==> src/rtl/core/tfp_pkg.sv <==
// tfp_pkg: shared types, constants and helper functions of the tilt fusion pid core
// used by every module under rtl/core
package tfp_pkg;

  localparam int DATA_W       = 32;
  localparam int GAIN_W       = 31;
  localparam int DRIVE_W      = 12;
  localparam int CFG_ADDR_W   = 2;
  localparam int MUL_A_W      = 34;
  localparam int MUL_B_W      = 31;
  localparam int PROD_W       = MUL_A_W + MUL_B_W + 1;
  localparam int DIV_N_W      = 35;
  localparam int DIV_D_W      = 31;
  localparam int CORDIC_W     = 35;
  localparam int CORDIC_STEPS = 16;
  localparam int STEP_W       = 4;

  localparam logic [DRIVE_W-1:0] DRIVE_MAX  = 12'd3000;
  localparam logic [GAIN_W-1:0]  W_LARGE    = 31'd32735;
  localparam logic [DIV_D_W-1:0] INTEG_DIV  = 31'd1000;
  localparam logic [DIV_N_W-1:0] WINDUP_NUM = 35'd26843545600;
  localparam logic [GAIN_W-1:0]  LIMIT_MAX  = 31'h7fffffff;

  localparam logic signed [DATA_W-1:0] DEG90  = 32'sd2949120;
  localparam logic signed [DATA_W-1:0] DEG180 = 32'sd5898240;

  localparam logic [GAIN_W-1:0] GAIN_P_RST = 31'd7864320;
  localparam logic [GAIN_W-1:0] GAIN_I_RST = 31'd2621440;
  localparam logic [GAIN_W-1:0] GAIN_D_RST = 31'd1310720;

  typedef enum logic [CFG_ADDR_W-1:0] {
    CFG_GAIN_P   = 2'd0,
    CFG_GAIN_I   = 2'd1,
    CFG_GAIN_D   = 2'd2,
    CFG_SETPOINT = 2'd3
  } cfg_index_t;

  typedef struct packed {
    logic busy;
    logic done;
  } unit_status_t;

  function automatic logic signed [DATA_W-1:0] sat32(input logic signed [PROD_W-1:0] v);
    logic signed [PROD_W-1:0] hi;
    logic signed [PROD_W-1:0] lo;
    hi = PROD_W'(32'sh7fffffff);
    lo = PROD_W'(32'sh80000000);
    if (v > hi) begin
      sat32 = 32'sh7fffffff;
    end else if (v < lo) begin
      sat32 = 32'sh80000000;
    end else begin
      sat32 = v[DATA_W-1:0];
    end
  endfunction

  function automatic logic signed [DATA_W-1:0] atan_deg(input logic [STEP_W-1:0] i);
    case (i)
      4'd0:    atan_deg = 32'sd1474560;
      4'd1:    atan_deg = 32'sd870484;
      4'd2:    atan_deg = 32'sd459940;
      4'd3:    atan_deg = 32'sd233473;
      4'd4:    atan_deg = 32'sd117189;
      4'd5:    atan_deg = 32'sd58652;
      4'd6:    atan_deg = 32'sd29333;
      4'd7:    atan_deg = 32'sd14667;
      4'd8:    atan_deg = 32'sd7334;
      4'd9:    atan_deg = 32'sd3667;
      4'd10:   atan_deg = 32'sd1833;
      4'd11:   atan_deg = 32'sd917;
      4'd12:   atan_deg = 32'sd458;
      4'd13:   atan_deg = 32'sd229;
      4'd14:   atan_deg = 32'sd115;
      default: atan_deg = 32'sd57;
    endcase
  endfunction

endpackage

==> src/rtl/core/tilt_fusion_pid_pwm_core.sv <==
// tilt_fusion_pid_pwm_core: top level, sequencer and state of the tilt fusion pid loop
// depends on tfp_pkg, tfp_cordic, tfp_serial_mul, tfp_serial_div
//
// One item per control tick: raw Y/Z acceleration and X gyro rate in, a drive level
// (0..3000) and the fused tilt angle out. Between acceptance and result each item goes
// through a 16-step cordic, four passes of the 31-bit serial multiplier
// (one bit per cycle) and a 35-bit serial divider that runs beside them for the windup
// limit and the integral term. A new item is taken only when the previous one is done;
// a result waits in the output register while the next item is already at work.
module tilt_fusion_pid_pwm_core (
  input  logic                              clk,
  input  logic                              rst,
  input  logic                              s_tvalid,
  output logic                              s_tready,
  // accel_y_raw[31:0], accel_z_raw[63:32], gyro_x_rate[95:64]
  input  logic [3*tfp_pkg::DATA_W-1:0]      s_tdata,
  output logic                              m_tvalid,
  input  logic                              m_tready,
  // drive_level[11:0], tilt_estimate[43:12], zero pad[47:44]
  output logic [47:0]                       m_tdata,
  input  logic                              cfg_we,
  input  logic [tfp_pkg::CFG_ADDR_W-1:0]    cfg_addr,
  input  logic [tfp_pkg::DATA_W-1:0]        cfg_data
);
  import tfp_pkg::*;

  typedef enum logic [3:0] {
    ST_IDLE, ST_FILT, ST_CSTART, ST_CWAIT, ST_M1S, ST_M1W, ST_ERR, ST_DER,
    ST_ES, ST_MPW, ST_MDS, ST_MDW, ST_DVW, ST_MIS, ST_MIW, ST_DONE
  } state_t;

  state_t state;

  logic [GAIN_W-1:0]        gain_p;
  logic [GAIN_W-1:0]        gain_i;
  logic [GAIN_W-1:0]        gain_d;
  logic signed [DATA_W-1:0] setpoint;

  logic signed [DATA_W-1:0] ay, az, gx;
  logic signed [DATA_W-1:0] fy, fz, fused, prev_err, integral;
  logic signed [DATA_W-1:0] err, deriv, angle;
  logic [GAIN_W-1:0]        limit;
  logic signed [PROD_W-1:0] pid;

  logic signed [DATA_W:0]   dy, dz;
  logic signed [DATA_W-1:0] gd;
  logic signed [MUL_A_W-1:0] t;
  logic signed [PROD_W-1:0] fuse_sum;
  logic signed [PROD_W-1:0] dd;
  logic signed [PROD_W-1:0] dm;
  logic [DATA_W:0]          err_mag;
  logic signed [DATA_W:0]   qv;
  logic signed [DATA_W:0]   integ;
  logic signed [DATA_W:0]   lim33;
  logic signed [PROD_W-1:0] pid_sh;
  logic [DRIVE_W-1:0]       drive;

  logic                      mul_start;
  logic signed [MUL_A_W-1:0] mul_a;
  logic [MUL_B_W-1:0]        mul_b;
  logic signed [PROD_W-1:0]  mul_prod;
  logic signed [PROD_W-1:0]  mul_q;
  unit_status_t              mul_st;

  logic                 div_start;
  logic [DIV_N_W-1:0]   div_n;
  logic [DIV_D_W-1:0]   div_d;
  logic [DIV_N_W-1:0]   div_q;
  unit_status_t         div_st;

  logic                     cor_start;
  logic signed [DATA_W-1:0] cor_angle;
  unit_status_t             cor_st;

  assign s_tready  = (state == ST_IDLE);
  assign cor_start = (state == ST_CSTART);
  assign mul_start = state inside {ST_M1S, ST_ES, ST_MDS, ST_MIS};
  assign div_start = (state == ST_CSTART) || (state == ST_ES);

  always_comb begin
    dy       = (DATA_W+1)'(ay) - (DATA_W+1)'(fy);
    dz       = (DATA_W+1)'(az) - (DATA_W+1)'(fz);
    gd       = gx >>> 10;
    t        = MUL_A_W'(fused) - MUL_A_W'(gd);
    mul_q    = mul_prod >>> 15;
    fuse_sum = mul_q + PROD_W'(angle >>> 10);
    dd       = PROD_W'(err) - PROD_W'(prev_err);
    dm       = (dd <<< 10) - (dd <<< 4) - (dd <<< 3);
    err_mag  = err[DATA_W-1] ? -(DATA_W+1)'(err) : (DATA_W+1)'(err);
    qv       = {1'b0, div_q[DATA_W-1:0]};
    if (err[DATA_W-1]) begin
      qv = -qv;
    end
    integ  = (DATA_W+1)'(integral) + qv;
    lim33  = {2'b00, limit};
    pid_sh = pid >>> 15;
    if (pid_sh[PROD_W-1]) begin
      drive = '0;
    end else if (pid_sh > PROD_W'(DRIVE_MAX)) begin
      drive = DRIVE_MAX;
    end else begin
      drive = pid_sh[DRIVE_W-1:0];
    end
    case (state)
      ST_M1S:  begin mul_a = t;                 mul_b = W_LARGE; end
      ST_ES:   begin mul_a = MUL_A_W'(err);     mul_b = gain_p;  end
      ST_MDS:  begin mul_a = MUL_A_W'(deriv);   mul_b = gain_d;  end
      ST_MIS:  begin mul_a = MUL_A_W'(integral); mul_b = gain_i; end
      default: begin mul_a = '0;                mul_b = '0;      end
    endcase
    if (state == ST_ES) begin
      div_n = DIV_N_W'(err_mag);
      div_d = INTEG_DIV;
    end else begin
      div_n = WINDUP_NUM;
      div_d = gain_i;
    end
  end

  tfp_cordic u_cordic (
    .clk    (clk),
    .rst    (rst),
    .start  (cor_start),
    .fy     (fy),
    .fz     (fz),
    .angle  (cor_angle),
    .status (cor_st)
  );

  tfp_serial_mul #(
    .WA (MUL_A_W),
    .WB (MUL_B_W)
  ) u_mul (
    .clk    (clk),
    .rst    (rst),
    .start  (mul_start),
    .a      (mul_a),
    .b      (mul_b),
    .prod   (mul_prod),
    .status (mul_st)
  );

  tfp_serial_div #(
    .WN (DIV_N_W),
    .WD (DIV_D_W)
  ) u_div (
    .clk    (clk),
    .rst    (rst),
    .start  (div_start),
    .num    (div_n),
    .den    (div_d),
    .quo    (div_q),
    .status (div_st)
  );

  always_ff @(posedge clk) begin
    if (rst) begin
      state    <= ST_IDLE;
      m_tvalid <= 1'b0;
      gain_p   <= GAIN_P_RST;
      gain_i   <= GAIN_I_RST;
      gain_d   <= GAIN_D_RST;
      setpoint <= '0;
      fy       <= '0;
      fz       <= '0;
      fused    <= '0;
      prev_err <= '0;
      integral <= '0;
    end else begin
      if (cfg_we) begin
        case (cfg_addr)
          CFG_GAIN_P:   gain_p   <= cfg_data[GAIN_W-1:0];
          CFG_GAIN_I:   gain_i   <= cfg_data[GAIN_W-1:0];
          CFG_GAIN_D:   gain_d   <= cfg_data[GAIN_W-1:0];
          CFG_SETPOINT: setpoint <= cfg_data;
          default: ;
        endcase
      end
      if (m_tvalid && m_tready && (state != ST_DONE)) begin
        m_tvalid <= 1'b0;
      end
      case (state)
        ST_IDLE: begin
          if (s_tvalid) begin
            ay    <= s_tdata[DATA_W-1:0];
            az    <= s_tdata[2*DATA_W-1:DATA_W];
            gx    <= s_tdata[3*DATA_W-1:2*DATA_W];
            state <= ST_FILT;
          end
        end
        ST_FILT: begin
          fy    <= DATA_W'((DATA_W+1)'(fy) + (dy >>> 3));
          fz    <= DATA_W'((DATA_W+1)'(fz) + (dz >>> 3));
          state <= ST_CSTART;
        end
        ST_CSTART: state <= ST_CWAIT;
        ST_CWAIT: begin
          if (cor_st.done) begin
            angle <= cor_angle;
            state <= ST_M1S;
          end
        end
        ST_M1S: state <= ST_M1W;
        ST_M1W: begin
          if (mul_st.done) begin
            fused <= sat32(fuse_sum);
            state <= ST_ERR;
          end
        end
        ST_ERR: begin
          err   <= sat32(PROD_W'(setpoint) - PROD_W'(fused));
          state <= ST_DER;
        end
        ST_DER: begin
          if (!div_st.busy) begin
            deriv    <= sat32(dm);
            prev_err <= err;
            limit    <= (div_q > DIV_N_W'(LIMIT_MAX)) ? LIMIT_MAX : div_q[GAIN_W-1:0];
            state    <= ST_ES;
          end
        end
        ST_ES: begin
          pid   <= '0;
          state <= ST_MPW;
        end
        ST_MPW: begin
          if (mul_st.done) begin
            pid   <= pid + mul_q;
            state <= ST_MDS;
          end
        end
        ST_MDS: state <= ST_MDW;
        ST_MDW: begin
          if (mul_st.done) begin
            pid   <= pid + mul_q;
            state <= ST_DVW;
          end
        end
        ST_DVW: begin
          if (!div_st.busy) begin
            if (integ > lim33) begin
              integral <= DATA_W'(lim33);
            end else if (integ < -lim33) begin
              integral <= DATA_W'(-lim33);
            end else begin
              integral <= integ[DATA_W-1:0];
            end
            state <= ST_MIS;
          end
        end
        ST_MIS: state <= ST_MIW;
        ST_MIW: begin
          if (mul_st.done) begin
            pid   <= pid + mul_q;
            state <= ST_DONE;
          end
        end
        ST_DONE: begin
          if (!m_tvalid || m_tready) begin
            m_tvalid <= 1'b1;
            m_tdata  <= {4'b0000, fused, drive};
            state    <= ST_IDLE;
          end
        end
        default: state <= ST_IDLE;
      endcase
    end
  end

  a_mul_free: assert property (@(posedge clk) disable iff (rst)
    mul_start |-> !mul_st.busy)
    else $error("multiplier started while busy");

  a_div_free: assert property (@(posedge clk) disable iff (rst)
    div_start |-> !div_st.busy)
    else $error("divider started while busy");

  a_drive_range: assert property (@(posedge clk) disable iff (rst)
    m_tvalid |-> (m_tdata[DRIVE_W-1:0] <= DRIVE_MAX))
    else $error("drive level above saturation limit");

  a_integ_clamp: assert property (@(posedge clk) disable iff (rst)
    (state == ST_MIS) |-> ((DATA_W+1)'(integral) <= lim33 &&
                           (DATA_W+1)'(integral) >= -lim33))
    else $error("integral outside windup limit");

endmodule

==> src/rtl/core/tfp_serial_mul.sv <==
// tfp_serial_mul: signed by unsigned shift-add multiplier, one multiplier bit per cycle
// depends on tfp_pkg
module tfp_serial_mul #(
  parameter int WA = tfp_pkg::MUL_A_W,
  parameter int WB = tfp_pkg::MUL_B_W
) (
  input  logic                         clk,
  input  logic                         rst,
  input  logic                         start,
  input  logic signed [WA-1:0]         a,
  input  logic        [WB-1:0]         b,
  output logic signed [WA+WB:0]        prod,
  output tfp_pkg::unit_status_t        status
);
  import tfp_pkg::*;

  localparam int CW = $clog2(WB);

  logic signed [WA-1:0] mcand;
  logic signed [WA:0]   acc;
  logic        [WB-1:0] lo;
  logic        [CW-1:0] cnt;
  logic                 busy;
  logic                 done;
  logic signed [WA:0]   sum;

  assign sum = acc + (lo[0] ? (WA+1)'(mcand) : '0);
  assign prod = {acc, lo};
  assign status = '{busy: busy, done: done};

  always_ff @(posedge clk) begin
    if (rst) begin
      busy <= 1'b0;
      done <= 1'b0;
    end else begin
      done <= 1'b0;
      if (start) begin
        busy  <= 1'b1;
        cnt   <= '0;
        mcand <= a;
        acc   <= '0;
        lo    <= b;
      end else if (busy) begin
        acc <= sum >>> 1;
        lo  <= {sum[0], lo[WB-1:1]};
        cnt <= cnt + 1'b1;
        if (cnt == CW'(WB - 1)) begin
          busy <= 1'b0;
          done <= 1'b1;
        end
      end
    end
  end

endmodule

==> src/rtl/core/tfp_serial_div.sv <==
// tfp_serial_div: unsigned restoring divider, one quotient bit per cycle
// depends on tfp_pkg
module tfp_serial_div #(
  parameter int WN = tfp_pkg::DIV_N_W,
  parameter int WD = tfp_pkg::DIV_D_W
) (
  input  logic                  clk,
  input  logic                  rst,
  input  logic                  start,
  input  logic [WN-1:0]         num,
  input  logic [WD-1:0]         den,
  output logic [WN-1:0]         quo,
  output tfp_pkg::unit_status_t status
);
  import tfp_pkg::*;

  localparam int CW = $clog2(WN);

  logic [WN-1:0] q;
  logic [WD-1:0] rem;
  logic [WD-1:0] dsr;
  logic [CW-1:0] cnt;
  logic          busy;
  logic          done;
  logic [WD:0]   trial;
  logic          fits;

  assign trial  = {rem, q[WN-1]};
  assign fits   = trial >= {1'b0, dsr};
  assign quo    = q;
  assign status = '{busy: busy, done: done};

  always_ff @(posedge clk) begin
    if (rst) begin
      busy <= 1'b0;
      done <= 1'b0;
    end else begin
      done <= 1'b0;
      if (start) begin
        busy <= 1'b1;
        cnt  <= '0;
        q    <= num;
        rem  <= '0;
        dsr  <= den;
      end else if (busy) begin
        rem <= fits ? WD'(trial - {1'b0, dsr}) : trial[WD-1:0];
        q   <= {q[WN-2:0], fits};
        cnt <= cnt + 1'b1;
        if (cnt == CW'(WN - 1)) begin
          busy <= 1'b0;
          done <= 1'b1;
        end
      end
    end
  end

endmodule

==> src/rtl/core/tfp_cordic.sv <==
// tfp_cordic: vectoring cordic, one rotation per cycle, gives atan2 angle plus 90 degrees
// depends on tfp_pkg (angle table, degree constants)
module tfp_cordic (
  input  logic                                clk,
  input  logic                                rst,
  input  logic                                start,
  input  logic signed [tfp_pkg::DATA_W-1:0]   fy,
  input  logic signed [tfp_pkg::DATA_W-1:0]   fz,
  output logic signed [tfp_pkg::DATA_W-1:0]   angle,
  output tfp_pkg::unit_status_t               status
);
  import tfp_pkg::*;

  logic signed [CORDIC_W-1:0] x;
  logic signed [CORDIC_W-1:0] y;
  logic signed [DATA_W-1:0]   z;
  logic        [STEP_W-1:0]   cnt;
  logic                       busy;
  logic                       done;
  logic signed [CORDIC_W-1:0] x0;
  logic signed [CORDIC_W-1:0] y0;
  logic signed [CORDIC_W-1:0] xs;
  logic signed [CORDIC_W-1:0] ys;

  assign x0 = CORDIC_W'(fz);
  assign y0 = -CORDIC_W'(fy);
  assign xs = x >>> cnt;
  assign ys = y >>> cnt;
  assign angle = z + DEG90;
  assign status = '{busy: busy, done: done};

  always_ff @(posedge clk) begin
    if (rst) begin
      busy <= 1'b0;
      done <= 1'b0;
    end else begin
      done <= 1'b0;
      if (start) begin
        busy <= 1'b1;
        cnt  <= '0;
        if (x0 < 0) begin
          x <= -x0;
          y <= -y0;
          z <= (y0 >= 0) ? DEG180 : -DEG180;
        end else begin
          x <= x0;
          y <= y0;
          z <= '0;
        end
      end else if (busy) begin
        if (y > 0) begin
          x <= x + ys;
          y <= y - xs;
          z <= z + atan_deg(cnt);
        end else if (y < 0) begin
          x <= x - ys;
          y <= y + xs;
          z <= z - atan_deg(cnt);
        end
        cnt <= cnt + 1'b1;
        if (cnt == STEP_W'(CORDIC_STEPS - 1)) begin
          busy <= 1'b0;
          done <= 1'b1;
        end
      end
    end
  end

endmodule

==> config.mk <==
export PLATFORM = sky130hd
export DESIGN_NAME = tilt_fusion_pid_pwm_core
export DESIGN_NICKNAME = d
export VERILOG_FILES = /design/src/rtl/core/tfp_pkg.sv /design/src/rtl/core/tilt_fusion_pid_pwm_core.sv /design/src/rtl/core/tfp_serial_mul.sv /design/src/rtl/core/tfp_serial_div.sv /design/src/rtl/core/tfp_cordic.sv
export SDC_FILE = /design/constraint.sdc
export NUM_CORES = 2
export LEC_CHECK = 0
export ABC_AREA = 1
export BUFFER_PORTS_ARGS = -buffer_cell sky130_fd_sc_hd__buf_2
export CORE_UTILIZATION = 49
export CTS_BUF_LIST = sky130_fd_sc_hd__clkbuf_4
export CTS_CLUSTER_DIAMETER = 80
export CTS_CLUSTER_SIZE = 14
export DETAILED_ROUTE_END_ITERATION = 8
export PLACE_DENSITY_LB_ADDON = 0.3
export SYNTH_ARGS = -nofsm -noshare
export SYNTH_HDL_FRONTEND = slang
export SYNTH_SLANG_ARGS = --single-unit
==> constraint.sdc <==
create_clock -name clk -period 20.4 [get_ports clk]
set_input_delay 0 -clock clk [delete_from_list [all_inputs] [get_ports clk]]
set_output_delay 0 -clock clk [all_outputs]
set_load 0.1 [all_outputs]
# [Yosys cells after proc, flatten, opt, wreduce, memory -nomap -nowiden]
# Memory sizes are Yosys's and may differ from the RTL's. A register that Yosys moved wholly into a read port is not among the register bits.
# Index checks and enable logic that the tools add are counted.
[totals] register_bits=942 rom_bits=672 input_bits=135 output_inout_bits=50 word_cells=239 memories=2
[mem_list] memory="(name not given)" depth=16 word_bits=21 read_ports=1 rd_clocked_by_memory_dff=1 write_ports=0 line_no="tfp_pkg.sv:58" source="case (i)"
[mem_list] memory="(name not given)" depth=16 word_bits=21 read_ports=1 rd_clocked_by_memory_dff=1 write_ports=0 line_no="tfp_pkg.sv:58"
[op_classes] n_addsub=30 n_lt_le_gt_ge=15 eq_ne=32 n_shift=2 n_mux=78 bitwise=4 reduce_logical=37
[ops] operator="2-to-1 mux 32 bit" count=21
[ops] operator="2-to-1 mux 35 bit" count=15
[ops] operator="case mux 34 bit (4 select lines)" count=1
[ops] operator="case mux 66 bit (2 select lines)" count=1
[ops] operator="subtractor 32 x 32 -> 33 bit" count=4
[ops] operator="2-to-1 mux 31 bit" count=4
[ops] operator="case mux 31 bit (4 select lines)" count=1
[ops] operator="adder 35 bit" count=3
[ops] operator="negator 32 -> 35 bit" count=2
[ops] operator=">>> shifter 35 x 4 -> 35 bit" count=2
[ops] operator="subtractor 35 bit" count=2
[ops] operator="adder 66 x 51 -> 66 bit" count=1
[ops] operator="greater-than comparator 66 x 12 -> 1 bit (second input constant)" count=1
[ops] operator="2-to-1 mux 33 bit" count=2
[ops] operator="2-to-1 mux 66 bit" count=1
[ops] operator="negator 32 -> 33 bit" count=2
[ops] operator="adder 32 x 30 -> 32 bit" count=2
[ops] operator="case mux 4 bit (16 select lines)" count=1
[ops] operator="2-to-1 mux 4 bit" count=14
[ops] operator="adder 51 x 22 -> 52 bit" count=1
[ops] operator="greater-than comparator 52 x 32 -> 1 bit (second input constant)" count=1
[ops] operator="less-than comparator 52 x 32 -> 1 bit (second input constant)" count=1
[ops] operator="greater-than comparator 45 x 32 -> 1 bit (second input constant)" count=1
[ops] operator="less-than comparator 45 x 32 -> 1 bit (second input constant)" count=1
[ops] operator="52 further kinds" count=113

# [Depth between registers and ports, before layout]
[depth] depth_word=11 ltp_mapped=43

# [By module]
# Synthesis repeated with hierarchy kept, for this count alone.
[hier_totals] hier_cells=12697 hier_area_um2=85726.0
[by_module_without_submodules] mod="tilt_fusion_pid_pwm_core" n_inst=1 cells_each=7692 area_per_inst_um2=52769.4
[by_module_without_submodules] mod="tfp_cordic" n_inst=1 cells_each=3265 area_per_inst_um2=19497.4
[by_module_without_submodules] mod="tfp_serial_div" n_inst=1 cells_each=912 area_per_inst_um2=6956.7
[by_module_without_submodules] mod="tfp_serial_mul" n_inst=1 cells_each=828 area_per_inst_um2=6502.5

# [Least setup slack after synthesis]
# OpenSTA, ideal clock, no wires.
[synth_timing] path_kind="register to register" startpoint="register state[3]" endpoint="register ay[0] (enable)" arrival_time_ns=8.655 required_ns=19.658 setup_slack_ns=11.003 path_stages_with_launch=4 synth_period_minus_slack_ns=9.397 cell_sequence="dfxtp_1 -> nor2_1 -> inv_1 -> nor4_1"
[synth_via] elab_chain_cells=2
[synth_rtl] element="start: declaration" line_no="tilt_fusion_pid_pwm_core.sv:32" source="state_t state;"
[synth_rtl] element="start signal: assignment" line_no="tilt_fusion_pid_pwm_core.sv:158" source="state <= ST_IDLE;"
[synth_rtl] element="start signal: assignment" line_no="tilt_fusion_pid_pwm_core.sv:188" source="state <= ST_FILT;"
[synth_rtl] element="start signal: assignment" line_no="tilt_fusion_pid_pwm_core.sv:194" source="state <= ST_CSTART;"
[synth_rtl] element="logical NOT 4 bit" line_no="tilt_fusion_pid_pwm_core.sv:182" source="case (state)"
[synth_rtl] element="AND reduction 3 bit (no line)"
[synth_rtl] element="end signal: assignment" line_no="tilt_fusion_pid_pwm_core.sv:185" source="ay <= s_tdata[DATA_W-1:0];"
[synth_rtl] element="end: declaration" line_no="tilt_fusion_pid_pwm_core.sv:39" source="logic signed [DATA_W-1:0] ay, az, gx;"
# No other way between the ends.
# A chain may end at the register's enable or synchronous reset.

# [Worst setup path in the final report]
[layout_timing] startpoint="register u_div.q[0] (netlist: u_div.quo[0])" endpoint="register integral[28]"
[layout_via] elab_chain_cells=6 word_cells_on_any_way=7
[layout_rtl] element="start: declaration" line_no="tfp_serial_div.sv:19" source="logic [WN-1:0] q;"
[layout_rtl] element="start signal: assignment" line_no="tfp_serial_div.sv:42" source="q <= num;"
[layout_rtl] element="start signal: assignment" line_no="tfp_serial_div.sv:47" source="q <= {q[WN-2:0], fits};"
[layout_rtl] element="negator 32 -> 33 bit" line_no="tilt_fusion_pid_pwm_core.sv:92" source="qv = -qv;"
[layout_rtl] element="2-to-1 mux 33 bit (*)" line_no="tilt_fusion_pid_pwm_core.sv:91" source="if (err[DATA_W-1]) begin"
[layout_rtl] element="adder 32 x 33 -> 33 bit (*)" line_no="tilt_fusion_pid_pwm_core.sv:94" source="integ = (DATA_W+1)'(integral) + qv;"
[layout_rtl] element="less-than comparator 33 bit" line_no="tilt_fusion_pid_pwm_core.sv:243" source="end else if (integ < -lim33) begin"
[layout_rtl] element="2-to-1 mux 32 bit" line_no="tilt_fusion_pid_pwm_core.sv:243"
[layout_rtl] element="2-to-1 mux 32 bit (*)" line_no="tilt_fusion_pid_pwm_core.sv:241" source="if (integ > lim33) begin"
[layout_rtl] element="end signal: assignment" line_no="tilt_fusion_pid_pwm_core.sv:242" source="integral <= DATA_W'(lim33);"
[layout_rtl] element="end signal: assignment" line_no="tilt_fusion_pid_pwm_core.sv:244" source="integral <= DATA_W'(-lim33);"
[layout_rtl] element="end signal: assignment" line_no="tilt_fusion_pid_pwm_core.sv:246" source="integral <= integ[DATA_W-1:0];"
[layout_rtl] element="end: declaration" line_no="tilt_fusion_pid_pwm_core.sv:40" source="logic signed [DATA_W-1:0] fy, fz, fused, prev_err, integral;"
# Every way passes the cells marked *; elsewhere a longest branch is shown, timed or not.

==> results.ini <==
[timing]
fmax_mhz=130
finalSetupViolCount=0
skew_ns=0.131
rsz0062_at_grt=no
setup_tns_ns=0
period_share_pct=37.6
hold_violations=0
max_slew.worst_pin.slew_ns=1.34
whs_ns=0.110
slew_viol_final=0
min_period_ns=7.68
slew_headroom_pct=10.1

[placement]
gp_congestion=0.998
numPortBuffers=170
dpl.hpwl_um=232000

[route]
wire_per_inst_um=20.4
vias=84659
drc=2
ant_nets=0
drt_wl_total_um=298000
first_pass_iters=9
vias_per_cell=5.78
first_iter_violations=8801

[setup_path]
path_class=reg -> reg
crit_path_max_fanout=44
end_kind=flip-flop
cp.arrival_ns=8.76
worst_path_largest_cell_delay_ns=0.79
worstSetupStartpointType=flip-flop
cp_slowest_cell=nor4_1
cp_common_cell=nand2_1
crit_required_ns=21.49

[die]
core_area_sq_um=167000
num_io_pins=185
fp.dieH_um=412
fp.dieArea_sq_um=170000
die_x_um=412
num_rows=150
start_util_pct=49.4

[cells_and_area]
mostFrequentLayoutCells=2745 x nand2_1, 1637 x inv_1, 1218 x a21oi_1
nFillCells=16454
final_layout_size_suffix_gt1_share_pct=4.34
nNetsFinal=13184
area_growth_syn_to_layout_pct=9.58
layout_commonest_cell=nand2_1

[logic_synthesis]
synth_cell_types=73
ys.flop_type=edfxtp_1
ys_seq_area_share_pct=30.4
ys_ff_latch=939
synthArstFlopShare_pct=0
avgSynthCellArea_sq_um=6.89
netlist_area_sq_um=82400
synth_edf_count=623
yosysWarnings=0
synthCells=11967

[clock_tree]
cts-root-buf=clkbuf_4
numCtsBuffers=91
numClockSinks=939
cts_hold_buf=339
cts_tree=yes
worst_skew_pair.late_latency_ns=1.25
ctsResizeCount=0
path_clk_slew_ns=0.18
postCtsSetupBuffers=0
clock_path_buffers=3
h-tree-depth=3

[run]
cap_viol_max_count=0

[global_route]
grt_pass1_vias=78853
grt_max_degree=119
grt_overflow=0
grtUsageTotal_pct=34.0
grt_pass1_wl_um=450000
antenna_found_initial=24

[run_status]
violations=design-rule violations
status=complete, but fails checks

[power_and_ir_drop]
power.leakage_nw=40.8
cellPowerDensity_nw_per_um2=97.9
peakVddDrop_mv=0.112

[min_path]
min_path_type=in -> reg

-- cells by family after synthesis --
| group | count (synthesis) | share of synthesized area (%) |
|---|---|---|
| AOI/OAI and AO/OA | 2754 | 18.5 |
| xor gates and xnor gates | 477 | 5.09 |
| DFF | 939 | 30.4 |
| adders and majority gates | 701 | 10.9 |
| other | 1 | 0.00455 |
| buffers and inverters | 1951 | 9.09 |
| and+or+nand+nor | 5144 | 26.0 |
-- cell usage after synthesis (78+ instances only) --
cell / count / area, sq um
xor2_1: 341 / 2990
a21oi_1: 1220 / 6110
o21ai_0: 885 / 4430
nor2_1: 1172 / 4400
nand2_1: 2749 / 10300
inv_1: 1639 / 6150
nor4_1: 78 / 488
edfxtp_1: 623 / 18700
dfxtp_1: 316 / 6330
o211ai_1: 83 / 623
a31oi_1: 110 / 688
ha_1: 668 / 8360
nor3_1: 160 / 801
nand4_1: 148 / 926
xnor2_1: 134 / 1170
clkbuf_1: 185 / 694
nand3_1: 707 / 3540
-- path summary, 6_finish.rpt --
kind	startpoint	slack [ns]	cells past startpoint	endpoint
worst min register to register	gain_d[17]	0.47	2	gain_d[17]
worst min-delay path	s_tdata[27]	0.11	3	ay[27]
worst max register to register	u_div.quo[0]	12.72	31	integral[28]
worst max-delay path	u_div.quo[0]	12.72	31	integral[28]
-- report_power, final --
group | total (mW) | switching [mW] | internal [mW] | leakage (nW)
Sequential | 2.56 | 0.217 | 2.35 | 8.14
Combinational | 5.12 | 3.39 | 1.73 | 31.8
Clock | 1.16 | 0.743 | 0.416 | 0.844
Total | 8.84 | 4.35 | 4.49 | 40.8
-- worst max-delay path, delay by kind of cell, from the launching register on --
| family | cells | cell delay [ns] |
|---|---|---|
| flops | 1 | 0.52 |
| fa+ha+maj | 3 | 0.88 |
| compound gates | 5 | 1.02 |
| simple gates | 16 | 3.78 |
| xor+xnor | 2 | 0.46 |
| buf+inv | 5 | 0.81 |
-- registers in the layout (all words and copies together), names as in the netlist, 33 cells and up, named ones only --
register,count
m_tdata,44
pid,66
u_cordic.x,35
u_cordic.y,35
u_div.quo,35
u_mul.acc,34
u_mul.mcand,33
-- through the flow --
stage / instance area, sq um / utilization (%) / power, mW / worst slack, ns / cells
6_report: 90300 / 54.1 / 8.84 / 12.72 / 14640
5_1_grt: 90300 / 54.1 / 9.52 / 12.38 / 14638
4_1_cts: 90300 / 54.1 / 8.76 / 12.85 / 14629
3_5_place_dp: 85400 / 51.1 / 7.53 / 12.96 / 14120
3_3_place_gp: 85400 / 51.1 / 7.46 / 13.03 / 14120
2_1_floorplan: 82500 / - / 6.26 / 11.00 / 11970
-- final cells by class --
| type | instances | area, sq um | share of cell area, % |
|---|---|---|---|
| multi-input cells | 9080 | 50100 | 55.4 |
| flip-flops and latches | 939 | 25000 | 27.7 |
| inverters | 1662 | 6240 | 6.91 |
| repair buffers | 574 | 4740 | 5.25 |
| well taps | 2204 | 2760 | 3.05 |
| clock buffers | 123 | 923 | 1.02 |
| clock inverters | 47 | 547 | 0.605 |
| diodes | 11 | 27.5 | 0.0305 |
-- metal layers --
metal	share of wire, %	vias to the layer above	GRT usage, %
met3	7.6	657	4.26
li1	-	41121	-
met1	42	39259	44.4
met4	4.9	10	14.9
met5	0.026	-	0
met2	46	3612	56.1
Power figures use the tool's default switching activity.
